--- src/rtl/assert_macros.svh ---
// Assertion helpers used by polyline_decimate_cull.
`ifndef ASSERT_MACROS_SVH
`define ASSERT_MACROS_SVH

`ifndef SYNTHESIS

// Same-cycle implication, disabled during reset.
`define ASSERT_IMPL(lbl, clk, rst, ante, cons) \
  lbl: assert property (@(posedge clk) disable iff (rst) (ante) |-> (cons)) \
    else $error("assertion failed: lbl");

// Next-cycle implication, disabled during reset.
`define ASSERT_NEXT(lbl, clk, rst, ante, cons) \
  lbl: assert property (@(posedge clk) disable iff (rst) (ante) |=> (cons)) \
    else $error("assertion failed: lbl");

`else

`define ASSERT_IMPL(lbl, clk, rst, ante, cons)
`define ASSERT_NEXT(lbl, clk, rst, ante, cons)

`endif

`endif

--- src/rtl/pdc_pkg.sv ---
`default_nettype none

package pdc_pkg;

  localparam int unsigned CoordW = 16;
  localparam int unsigned CountW = 16;

  // Outcode bits
  localparam logic [3:0] CODE_LEFT   = 4'b0001;
  localparam logic [3:0] CODE_RIGHT  = 4'b0010;
  localparam logic [3:0] CODE_TOP    = 4'b0100;
  localparam logic [3:0] CODE_BOTTOM = 4'b1000;

  // Road class with its own budget
  localparam logic [1:0] CLASS_ARTERY = 2'd2;

  localparam logic [CountW-1:0] BUDGET_ARTERY = 16'd900;
  localparam logic [CountW-1:0] BUDGET_OTHER  = 16'd400;
  localparam logic [CountW-1:0] COUNT_MAX     = 16'hFFFF;

  // Configuration register indexes
  localparam logic [2:0] REG_AREA_LEFT    = 3'd0;
  localparam logic [2:0] REG_AREA_TOP     = 3'd1;
  localparam logic [2:0] REG_AREA_RIGHT   = 3'd2;
  localparam logic [2:0] REG_AREA_BOTTOM  = 3'd3;
  localparam logic [2:0] REG_MIN_STEP     = 3'd4;
  localparam logic [2:0] REG_FRAME_BUDGET = 3'd5;

  typedef struct packed {
    logic signed [CoordW-1:0] from_x;
    logic signed [CoordW-1:0] from_y;
    logic signed [CoordW-1:0] to_x;
    logic signed [CoordW-1:0] to_y;
    logic [1:0]               seg_class;
  } seg_t;

  function automatic logic [CountW-1:0] sat_inc(input logic [CountW-1:0] v);
    return (v != COUNT_MAX) ? v + 16'd1 : v;
  endfunction

  function automatic logic [CountW-1:0] budget_of(input logic [1:0] cls);
    return (cls == CLASS_ARTERY) ? BUDGET_ARTERY : BUDGET_OTHER;
  endfunction

endpackage

`default_nettype wire

--- src/rtl/pdc_skid.sv ---
`default_nettype none

// Two-entry output buffer: a main register that drives the port and a
// skid register that catches one item while the port is stalled.
module pdc_skid (
  input  wire logic          clk,
  input  wire logic          rst,
  input  wire logic          push,
  input  wire pdc_pkg::seg_t push_data,
  output logic               full,
  output logic               seg_valid,
  input  wire logic          seg_stall,
  output pdc_pkg::seg_t      seg_data
);

  logic          main_valid;
  logic          skid_valid;
  pdc_pkg::seg_t main_data;
  pdc_pkg::seg_t skid_data;
  logic          pop;

  assign pop       = main_valid && !seg_stall;
  assign full      = skid_valid;
  assign seg_valid = main_valid;
  assign seg_data  = main_data;

  always_ff @(posedge clk) begin
    if (rst) begin
      main_valid <= 1'b0;
      skid_valid <= 1'b0;
    end else if (skid_valid) begin
      // upstream is held while the skid is full, so no push here
      if (pop) begin
        main_valid <= 1'b1;
        skid_valid <= 1'b0;
      end
    end else if (!main_valid || pop) begin
      main_valid <= push;
    end else if (push) begin
      skid_valid <= 1'b1;
    end
  end

  always_ff @(posedge clk) begin
    if (skid_valid) begin
      if (pop) begin
        main_data <= skid_data;
      end
    end else if (!main_valid || pop) begin
      main_data <= push_data;
    end else if (push) begin
      skid_data <= push_data;
    end
  end

endmodule

`default_nettype wire

--- src/rtl/polyline_decimate_cull.sv ---
`default_nettype none

// Channel   | Dir | Handshake                 | Payload
// ----------+-----+---------------------------+-------------------------------------------
// point     | in  | pt_valid / pt_stall       | rel_x, rel_y, road_class, way_start,
//           |     |                           | way_last, frame_start
// segment   | out | seg_valid / seg_stall     | from_x, from_y, to_x, to_y, seg_class
// config    | in  | cfg_valid / cfg_ready     | cfg_index, cfg_data
//
// One point item per cycle while pt_stall is low. Each point is fully handled in the
// cycle it is accepted; its segment, if any, is registered in the output buffer
// before it shows on the output, later while older segments wait behind seg_stall.
// A two-entry output buffer holds results while seg_stall is high; pt_stall
// rises only once both entries are full.
// Reset (rst, synchronous) restores the view rectangle 0..239, min_step 3,
// frame budget 1400, and clears all counters and way state.
// cfg_ready is always high; write configuration only while the block is idle.

`include "assert_macros.svh"

module polyline_decimate_cull #(
  parameter int NUM_CLASSES = 4
) (
  input  wire logic               clk,
  input  wire logic               rst,
  // point channel
  input  wire logic               pt_valid,
  output logic                    pt_stall,
  input  wire logic signed [15:0] rel_x,
  input  wire logic signed [15:0] rel_y,
  input  wire logic [1:0]         road_class,
  input  wire logic               way_start,
  input  wire logic               way_last,
  input  wire logic               frame_start,
  // segment channel
  output logic                    seg_valid,
  input  wire logic               seg_stall,
  output logic signed [15:0]      from_x,
  output logic signed [15:0]      from_y,
  output logic signed [15:0]      to_x,
  output logic signed [15:0]      to_y,
  output logic [1:0]              seg_class,
  // configuration channel
  input  wire logic               cfg_valid,
  output logic                    cfg_ready,
  input  wire logic [2:0]         cfg_index,
  input  wire logic [15:0]        cfg_data
);

  // Configuration registers
  logic signed [15:0] area_left;
  logic signed [15:0] area_top;
  logic signed [15:0] area_right;
  logic signed [15:0] area_bottom;
  logic [7:0]         min_step;
  logic [15:0]        frame_budget;

  // Way and counter state
  logic signed [15:0] last_x;
  logic signed [15:0] last_y;
  logic [3:0]         last_code;
  logic               have_last;
  logic               way_accepted;
  logic [15:0]        frame_count;
  logic [15:0]        class_segs [NUM_CLASSES];

  logic               have_last_next;
  logic               way_accepted_next;
  logic [15:0]        frame_count_next;
  logic [15:0]        class_segs_next [NUM_CLASSES];

  // Per-point working values
  logic               accept;
  logic               cls_ok;
  logic [15:0]        fc_eff;
  logic [15:0]        cc_eff [NUM_CLASSES];
  logic [15:0]        cc_sel;
  logic               accepted_eff;
  logic               have_eff;
  logic signed [15:0] px;
  logic signed [15:0] py;
  logic [3:0]         code;
  logic signed [16:0] diff_x;
  logic signed [16:0] diff_y;
  logic [15:0]        abs_x;
  logic [15:0]        abs_y;
  logic [16:0]        step_len;
  logic               near;
  logic               keep;
  logic               emit;
  pdc_pkg::seg_t      seg_new;
  pdc_pkg::seg_t      seg_out;
  logic               buf_full;

  assign cfg_ready = 1'b1;
  assign accept    = pt_valid && !pt_stall;
  assign pt_stall  = buf_full;

  // Config write decode
  always_ff @(posedge clk) begin
    if (rst) begin
      area_left    <= 16'sd0;
      area_top     <= 16'sd0;
      area_right   <= 16'sd239;
      area_bottom  <= 16'sd239;
      min_step     <= 8'd3;
      frame_budget <= 16'd1400;
    end else if (cfg_valid && cfg_ready) begin
      unique case (cfg_index)
        pdc_pkg::REG_AREA_LEFT:    area_left    <= cfg_data;
        pdc_pkg::REG_AREA_TOP:     area_top     <= cfg_data;
        pdc_pkg::REG_AREA_RIGHT:   area_right   <= cfg_data;
        pdc_pkg::REG_AREA_BOTTOM:  area_bottom  <= cfg_data;
        pdc_pkg::REG_MIN_STEP:     min_step     <= cfg_data[7:0];
        pdc_pkg::REG_FRAME_BUDGET: frame_budget <= cfg_data;
        default: ;
      endcase
    end
  end

  // Point handling: frame clear, then way accept decision, then the point.
  always_comb begin
    cls_ok = (32'(road_class) < NUM_CLASSES);

    // frame_start clears the counters ahead of everything else
    fc_eff = frame_start ? 16'd0 : frame_count;
    cc_sel = 16'd0;
    for (int i = 0; i < NUM_CLASSES; i++) begin
      cc_eff[i] = frame_start ? 16'd0 : class_segs[i];
      if (32'(road_class) == i) begin
        cc_sel = cc_eff[i];
      end
    end

    // a new way is taken only while both budgets have room
    if (way_start) begin
      accepted_eff = cls_ok && (fc_eff < frame_budget) &&
                     (cc_sel < pdc_pkg::budget_of(road_class));
      have_eff     = 1'b0;
    end else begin
      accepted_eff = way_accepted;
      have_eff     = have_last;
    end

    // screen position, wrapping to 16 bits
    px = area_left + rel_x;
    py = area_top + rel_y;

    code = 4'b0000;
    if (px < area_left) begin
      code = code | pdc_pkg::CODE_LEFT;
    end else if (px > area_right) begin
      code = code | pdc_pkg::CODE_RIGHT;
    end
    if (py < area_top) begin
      code = code | pdc_pkg::CODE_TOP;
    end else if (py > area_bottom) begin
      code = code | pdc_pkg::CODE_BOTTOM;
    end

    // Manhattan distance from the last kept point
    diff_x   = 17'(px) - 17'(last_x);
    diff_y   = 17'(py) - 17'(last_y);
    abs_x    = diff_x[16] ? 16'(-diff_x) : diff_x[15:0];
    abs_y    = diff_y[16] ? 16'(-diff_y) : diff_y[15:0];
    step_len = {1'b0, abs_x} + {1'b0, abs_y};

    // fold a short step unless it ends the way
    near = have_eff && (step_len < {9'd0, min_step}) && !way_last;
    keep = !near;
    emit = accept && accepted_eff && have_eff && !near &&
           ((code & last_code) == 4'b0000) && cls_ok;

    seg_new.from_x    = last_x;
    seg_new.from_y    = last_y;
    seg_new.to_x      = px;
    seg_new.to_y      = py;
    seg_new.seg_class = road_class;

    frame_count_next = emit ? pdc_pkg::sat_inc(fc_eff) : fc_eff;
    for (int i = 0; i < NUM_CLASSES; i++) begin
      class_segs_next[i] = (emit && (32'(road_class) == i)) ?
                           pdc_pkg::sat_inc(cc_eff[i]) : cc_eff[i];
    end

    // a rejected way leaves the way state as the start left it
    if (!accepted_eff) begin
      have_last_next    = have_eff;
      way_accepted_next = 1'b0;
    end else begin
      have_last_next    = way_last ? 1'b0 : (keep || have_eff);
      way_accepted_next = !way_last;
    end
  end

  always_ff @(posedge clk) begin
    if (rst) begin
      last_x       <= 16'sd0;
      last_y       <= 16'sd0;
      last_code    <= 4'b0000;
      have_last    <= 1'b0;
      way_accepted <= 1'b0;
      frame_count  <= 16'd0;
      for (int i = 0; i < NUM_CLASSES; i++) begin
        class_segs[i] <= 16'd0;
      end
    end else if (accept) begin
      have_last    <= have_last_next;
      way_accepted <= way_accepted_next;
      frame_count  <= frame_count_next;
      for (int i = 0; i < NUM_CLASSES; i++) begin
        class_segs[i] <= class_segs_next[i];
      end
      // advance the anchor only for kept points of an accepted way
      if (accepted_eff && keep) begin
        last_x    <= px;
        last_y    <= py;
        last_code <= code;
      end
    end
  end

  pdc_skid u_skid (
    .clk       (clk),
    .rst       (rst),
    .push      (emit),
    .push_data (seg_new),
    .full      (buf_full),
    .seg_valid (seg_valid),
    .seg_stall (seg_stall),
    .seg_data  (seg_out)
  );

  assign from_x    = seg_out.from_x;
  assign from_y    = seg_out.from_y;
  assign to_x      = seg_out.to_x;
  assign to_y      = seg_out.to_y;
  assign seg_class = seg_out.seg_class;

  // input is held only behind a full buffer, which implies a pending result
  `ASSERT_IMPL(a_stall_has_result, clk, rst, pt_stall, seg_valid)
  // after a segment is made, the output holds a valid segment next cycle
  `ASSERT_NEXT(a_emit_shows, clk, rst, emit, seg_valid)
  // the frame counter only drops on a frame start
  `ASSERT_NEXT(a_frame_count_up, clk, rst, !(accept && frame_start),
               frame_count >= $past(frame_count))

endmodule

`default_nettype wire
--- config.mk ---
export PLATFORM = sky130hd
export DESIGN_NAME = polyline_decimate_cull
export DESIGN_NICKNAME = d
export VERILOG_FILES = /design/src/rtl/pdc_pkg.sv /design/src/rtl/pdc_skid.sv /design/src/rtl/polyline_decimate_cull.sv
export VERILOG_INCLUDE_DIRS = /design/src /design/src/rtl
export SDC_FILE = /design/constraint.sdc
export NUM_CORES = 1
export LEC_CHECK = 0
export BUFFER_PORTS_ARGS = -buffer_cell sky130_fd_sc_hd__buf_4
export CORE_UTILIZATION = 56
export CTS_BUF_LIST = sky130_fd_sc_hd__clkbuf_4 sky130_fd_sc_hd__clkbuf_8
export CTS_CLUSTER_DIAMETER = 120
export DETAILED_ROUTE_END_ITERATION = 10
export GPL_TIMING_DRIVEN = 0
export PLACE_DENSITY = 0.8
export SYNTH_ARGS = -nofsm -noshare
export SYNTH_HDL_FRONTEND = slang
export SYNTH_SLANG_ARGS = --single-unit
--- constraint.sdc ---
create_clock -name clk -period 10.55 [get_ports clk]
set_input_delay 0.5275 -clock clk [delete_from_list [all_inputs] [get_ports clk]]
set_output_delay 0.5275 -clock clk [all_outputs]
set_load 0.01 [all_outputs]
Word-level counts from Yosys, hierarchy flattened
Memory sizes are Yosys's and may differ from the RTL's.
Index checks and enable logic that the tools add are counted.
W data, S select, Z words.
- add/subtract/negate cells: 12
- $lt $le $gt $ge: 7
- equal/unequal tests: 14
- multiplexer cells: 50
- bitwise logic cells: 7
- reduce and logical (&&, ||, !) cells: 34
- operators by type and width (cell ; count):
    $mux W16 ; 25
    $mux W66 ; 3
    $add A16 B1 Y16 const B ; 5
    $ne A16 B16 Y1 const B ; 5
    $lt A16 B16 Y1 ; 3
    $sub A16 B16 Y17 ; 2
    $add A16 B16 Y16 ; 2
    $gt A16 B16 Y1 ; 2
    $neg A16 Y16 ; 2
    $add A16 B16 Y17 ; 1
    $lt A17 B8 Y1 ; 1
    $mux W1 ; 17
    $lt A16 B10 Y1 ; 1
    $reduce_and A2 Y1 ; 8
    $logic_and A1 B1 Y1 ; 14
    $mux W10 ; 1
    $mux W4 ; 2
    $eq A3 B2 Y1 const B ; 2
    $eq A3 B3 Y1 const B ; 2
    $logic_not A1 Y1 ; 5
    $and A4 B4 Y4 ; 1
    $eq A2 B2 Y1 const B ; 2
    $logic_not A4 Y1 ; 1
    $mux W2 ; 2
    other kinds (10) ; 15
- register bits: 276
- bits in writable memories: 64
- input bits: 61
- output and inout port bits: 69
- word-level logic and storage cells: 149
- memories kept: 1
- memories (name ; depth ; bits a word ; read ports ; clocked after memory_dff ; wr ports ; RTL line ; text):
    class_segs ; 4 ; 16 ; 4 ; 0 ; 4 ; polyline_decimate_cull.sv:65 ; logic [15:0] class_segs [NUM_CLASSES];

Depth between registers and ports, before layout
An unclocked memory read counts as a cell.
- depth after elaboration: 16
- depth in mapped cells: 40
- depth with buffers taken out: 37

Cells and area by module
From an unflattened synthesis, not the netlist that was laid out.
- cells, all modules: 2353
- area, all modules: 22032.4 µm²
- modules (own cells, without submodules) (module ; times used ; cells an instance ; area each (µm²) ; seq. area each (µm²)):
    polyline_decimate_cull ; 1 ; 2136 ; 16828.6 ; 4764.6
    pdc_skid ; 1 ; 217 ; 5203.7 ; 4003.8

Worst setup path after synthesis
No wires, ideal clock.
- path type: input to register
- start point: input port rel_x[0]
- end point: register u_skid.skid_data[0] in the netlist's numbering (enable)
- setup time: 0.432 ns
- data arrival time: 8.408 ns
- required time: 10.118 ns
- setup slack: 1.711 ns
- stages on the path: 35
- buffers on the path: 0
- cells stage by stage: ha_1 > inv_1 > fa_1 > nor2b_1 > o21a_1 > o21ai_0 > a211oi_1 > nor3_1 > xnor2_1 > ha_1 > nor2_1 > a2111oi_0 > o41ai_1 > a21boi_0 > o21a_1 > o21ai_0 > a31oi_1 > nor2_1 > xnor2_1 > ha_1 > o21a_1 > a2111oi_1 > nor2_1 > a21oi_1 > xnor2_1 > ha_1 > o2111ai_1 > nor2_1 > o31ai_1 > nand4_1 > a2111o_1 > nor4_1 > a21o_1 > nor2_1 > and3_1
- word-level cells in the longest chain between the ends: 12
- elaborated cells between the ends (all ways): 20
- those cells by class: add/sub: 4; order compare: 3; mux: 5; bitwise: 1; reduce/logical: 7
- RTL lines (what ; RTL line ; text):
    start: declaration ; polyline_decimate_cull.sv:29 ; input wire logic signed [15:0] rel_x,
    $add A16 B16 Y16 (*) ; polyline_decimate_cull.sv:146 ; px = area_left + rel_x;
    named net px[10] ; polyline_decimate_cull.sv:80 ; logic signed [15:0] px;
    $sub A16 B16 Y17 ; polyline_decimate_cull.sv:162 ; diff_x = 17'(px) - 17'(last_x);
    $neg A16 Y16 ; polyline_decimate_cull.sv:164 ; abs_x = diff_x[16] ? 16'(-diff_x) : diff_x[15:0];
    $mux W16 ; polyline_decimate_cull.sv:164 ;
    $add A16 B16 Y17 ; polyline_decimate_cull.sv:166 ; step_len = {1'b0, abs_x} + {1'b0, abs_y};
    $lt A17 B8 Y1 ; polyline_decimate_cull.sv:169 ; near = have_eff && (step_len < {9'd0, min_step}) && !way_last;
    $logic_and A1 B1 Y1 (2 in series) ; polyline_decimate_cull.sv:169 ;
    $logic_not A1 Y1 ; polyline_decimate_cull.sv:171 ; emit = accept && accepted_eff && have_eff && !near &&
    $logic_and A1 B1 Y1 ; polyline_decimate_cull.sv:171 ;
    $logic_and A1 B1 Y1 (*) ; polyline_decimate_cull.sv:171 ;
    $reduce_and A3 Y1 (no source line) (*) ; - ;
    end signal: assignment ; pdc_skid.sv:52 ; skid_data <= push_data;
    end: declaration ; pdc_skid.sv:19 ; pdc_pkg::seg_t skid_data;
Mark *: on every way through the listed nets, which the timed path passes. The rest lies on a longest branch.
A chain may end at the register's enable or synchronous reset.

Final worst setup path
- start point: register area_top[0]
- end point: register last_code[1]
- word-level cells in the longest chain between the ends: 11
- elaborated cells between the ends (all ways): 13
- those cells by class: add/sub: 4; order compare: 2; mux: 2; reduce/logical: 5
- RTL lines (what ; RTL line ; text):
    start: declaration ; polyline_decimate_cull.sv:52 ; logic signed [15:0] area_top;
    start signal: assignment ; polyline_decimate_cull.sv:111 ; pdc_pkg::REG_AREA_TOP: area_top <= cfg_data;
    $add A16 B16 Y16 (*) ; polyline_decimate_cull.sv:147 ; py = area_top + rel_y;
    named net py[8] ; polyline_decimate_cull.sv:81 ; logic signed [15:0] py;
    $sub A16 B16 Y17 ; polyline_decimate_cull.sv:163 ; diff_y = 17'(py) - 17'(last_y);
    $neg A16 Y16 ; polyline_decimate_cull.sv:165 ; abs_y = diff_y[16] ? 16'(-diff_y) : diff_y[15:0];
    $mux W16 ; polyline_decimate_cull.sv:165 ;
    $add A16 B16 Y17 ; polyline_decimate_cull.sv:166 ;
    $lt A17 B8 Y1 ; polyline_decimate_cull.sv:169 ;
    $logic_and A1 B1 Y1 (2 in series) ; polyline_decimate_cull.sv:169 ;
    $logic_not A1 Y1 ; polyline_decimate_cull.sv:170 ; keep = !near;
    $logic_and A1 B1 Y1 ; polyline_decimate_cull.sv:215 ; if (accepted_eff && keep) begin
    $reduce_and A2 Y1 (no source line) ; - ;
    end signal: assignment ; polyline_decimate_cull.sv:218 ; last_code <= code;
    end: declaration ; polyline_decimate_cull.sv:61 ; logic [3:0] last_code;
Marks and branches as above.

==> results by group <==
Final layout
  • Share of layout cells above drive strength 1: a little under an eighth
  • Post-Layout Cell Count: 3,053
  • Antenna Cells: 0
  • Area Overhead vs Synth: 13.4%
  • Filler Cell Count: about 3,000
  • Final net count: roughly 2,700

Clocking
  • Setup bufs post-CTS: 0
  • Post-CTS Hold Fix Bufs: 0
  • CTS root buf: clkbuf_8
  • CTS tree: built
  • Reg clk slew, reported paths: ~0.060 ns
  • Clock latency on the worst-skew pair: 0.66 ns
  • H-tree depth: 2
  • CTS Buf Count: 57
  • Max clock buf depth: 3
  • Post-CTS Resized: 0
  • Num Clock Sinks: 340

Critical path
  • Slowest cell on crit path: a2111oi_1
  • Critical Path RT: ~11 ns
  • Crit path from: area_top[0]$_SDFFE_PP0P_
  • Critical Path Max Stage Delay: 0.63 ns
  • Reg-to-Reg Start: area_top[0]$_SDFFE_PP0P_
  • Crit path capture type: register
  • Most used cell, CP: a21oi_1
  • Startpoint types: register
  • Worst Path Arrival: 10.29 ns
  • CP Max Fanout: 10
  • Crit path kind: register to register

Synthesis
  • Cell Area, Synth: between 20,000 and 25,000 um2
  • Syn Area/Cell: around 9 um2
  • Area contributors post-synth: edfxtp_1 28%, dfxtp_1 14%, ha_1 10%
  • Synth Instances: roughly 2,300
  • Main flop type after synthesis: edfxtp_1
  • Syn Nets: approximately 2,600
  • Count leader, synth: nand2_1
  • Async S/R FF share, synth: 0%
  • #FFs+latches synth: 340
  • Synth top cells by count: 316 x nand2_1, 196 x edfxtp_1, 188 x a21oi_1, 173 x ha_1, 169 x inv_1
  • Top cell type's share of synthesized area: about 28%
  • Yosys warns: 0
  • Register area share after synthesis: 41.5%
  • Unique masters post-synth: roughly 80
  • Cell taking the most area after synthesis: edfxtp_1
  • Post-synth EDFFs: ~200

Drt
  • Total Routed Length: slightly above 60,000 um
  • DR WL/cell: a little under 20 um
  • DRT Pass-1 Iters: 6
  • 1st-iter DRT viols: 1,506
  • Post-route ant nets: 0
  • Routed vias/inst: between 6 and 7
  • DR top layer: met4
  • Met3 WL: roughly 4700 um
  • WL met1: around 25,000 um
  • Routed wl met2: 28,400 um
  • DRC violations left: 0
  • Routed via count: roughly 18,000

STA
  • FMAX: approximately 100 MHz
  • Final Hold Viols: 0
  • Worst-margin pin slew: between 1 and 1.5 ns
  • Post-route minimum period: ~9.8 ns
  • Fin Clk Skew: around 0.030 ns
  • Final setup violation count: 0
  • Setup TNS: 0 ns
  • Unrepaired setup endpoints after global routing: no
  • Slew HR: 29.7%
  • Max-slew violation count: 0
  • Ratio of final minimum period to clock period: between 90% and 100%

Power and ir drop
  • Peak VDD IR: between 0.00009 and 0.0001 V
  • Power consumption: approximately 4100 uW
  • Clock Power Share: a little under a third
  • Sw frac: 34.8%
  • Pwr dens: roughly 170 nW/um2
  • Cell-internal power: between 2000 and 3000 uW
  • P_leak: 0.00957 uW
  • Logic pwr share: 32.9%
  • Sw power: 1410 uW
  • Flop pwr share: 36.6%

Placed design
  • PortBufs: about 130
  • Hpwl dp: roughly 44,000 um
  • GPL Wtd Cong: between 0.9 and 1
  • Dpl cells: between 2,000 and 3,000

GRT
  • GRT overflow: 0
  • Initial antenna violation count: 1
  • Total global-route track usage: approximately a third
  • Largest net degree at the start of global routing: between 60 and 70
  • First-pass GRT wire length: around 95,000 um
  • Vias in the first global route: around 18,000

Min path
  • Hold Path Class: input port to register
  • Hold path startpoint: road_class[0]

Status
  • Status: finished clean

Die
  • Core Region: approximately 37,000 um2
  • Die Area: roughly 39,000 um2
  • Die Wd: between 150 and 200 um
  • Die span in y: 196 um
  • Row Count: 70
  • Initial core utilization: a little under three fifths
  • Number of I/O pins: 130

Run
  • Max cap viols: 0
-- registers in the layout (all words and copies together), names as in the netlist --
signal / count
u_skid.seg_data: 66
u_skid.skid_data: 66
class_segs: 64
area_bottom: 16
area_left: 16
area_right: 16
area_top: 16
frame_budget: 16
frame_count: 16
last_x: 16
last_y: 16
min_step: 8
last_code: 4
have_last: 1
u_skid.full: 1
u_skid.seg_valid: 1
way_accepted: 1
-- stage by stage --
stage               instance area (um2)  setup slack (ns)  hold slack, ns  util, %
finish                            24000             0.773          0.0623     65.0
global route                      24000            0.0435          0.0446     65.0
CTS                               24000             0.664          0.0221     65.0
detailed placement                22800             0.346           0.418     61.8
global placement                  22700            -0.843           0.411     61.6
floorplan                         21100              1.71           0.408        -
-- worst max-delay path, delay by kind of cell (launching register included) --
family | cells | cell delay, ns
buffers and inverters | 4 | 1.30
adders and majority gates | 5 | 1.70
DFF | 1 | 0.33
and+or+nand+nor | 8 | 1.29
AOI/OAI and AO/OA | 17 | 4.26
xor gates and xnor gates | 3 | 0.75
-- power by group through the flow --
stage               Sequential [uW]  Clock, uW  Combinational [uW]
global placement               1510          0                1270
CTS                            1490       1250                1310
detailed placement             1520          0                1300
finish                         1490       1240                1340
global route                   1490       1310                1480
floorplan                      1520          0                 938
-- kinds of logic after synthesis --
kind of cell	after synthesis	share of synthesized area, %
fa+ha+maj	178	10.7
compound gates	505	15.1
simple gates	846	19.6
flops	340	41.5
xor+xnor	99	4.10
other cells	1	0.0177
mux	83	4.28
buf+inv	265	4.76
-- placed cells by master, fill, tap and decap left out, types with 19 or more instances in the layout --
master	synthesis	layout
nand2_1	316	316
nor2_1	158	158
buf_4	1	127
ha_1	173	173
clkbuf_8	0	61
nand4_1	42	42
mux2i_1	42	41
xor2_1	27	27
nand3b_1	23	23
or3_1	24	24
nand3_1	53	53
dfxtp_1	144	144
xnor2_1	72	71
clkbuf_1	79	79
edfxtp_1	196	196
inv_1	169	169
o21ai_0	85	85
nor2b_1	50	50
o31ai_1	20	19
a21o_1	31	31
a21oi_1	188	188
a31oi_1	24	23
nor3_1	36	36
mux2_2	34	34
and3_1	41	40
-- final cells by class --
class / instances / area (um2) / area share (%)
Multi-Input combinational cell: 1712 / 11400 / 47.6
Sequential cell: 340 / 8770 / 36.6
Timing Repair Buffer: 128 / 986 / 4.11
Clock buffer: 79 / 975 / 4.06
Inverter: 170 / 638 / 2.66
Tap cell: 504 / 631 / 2.63
Buffer: 95 / 368 / 1.53
Clock inverter: 25 / 204 / 0.851
-- layer usage --
| metal | GRT usage (%) | vias up |
|---|---|---|
| li1 | - | 8732 |
| met1 | 39.6 | 8776 |
| met2 | 52.7 | 783 |
| met3 | 5.28 | 171 |
| met4 | 15.1 | 0 |
| met5 | 0 | - |
-- path summary, 6_finish.rpt --
path,end,slack [ns],cells past startpoint
worst min register to register,u_skid.skid_data[65]$_DFFE_PP_,0.44,0
worst max register to register,last_code[1]$_SDFFE_PP0P_,0.77,37
worst min-delay path,u_skid.skid_data[0]$_DFFE_PP_,0.06,1
worst max-delay path,last_code[1]$_SDFFE_PP0P_,0.77,37
Note: power is estimated with default switching activity, not from simulation.
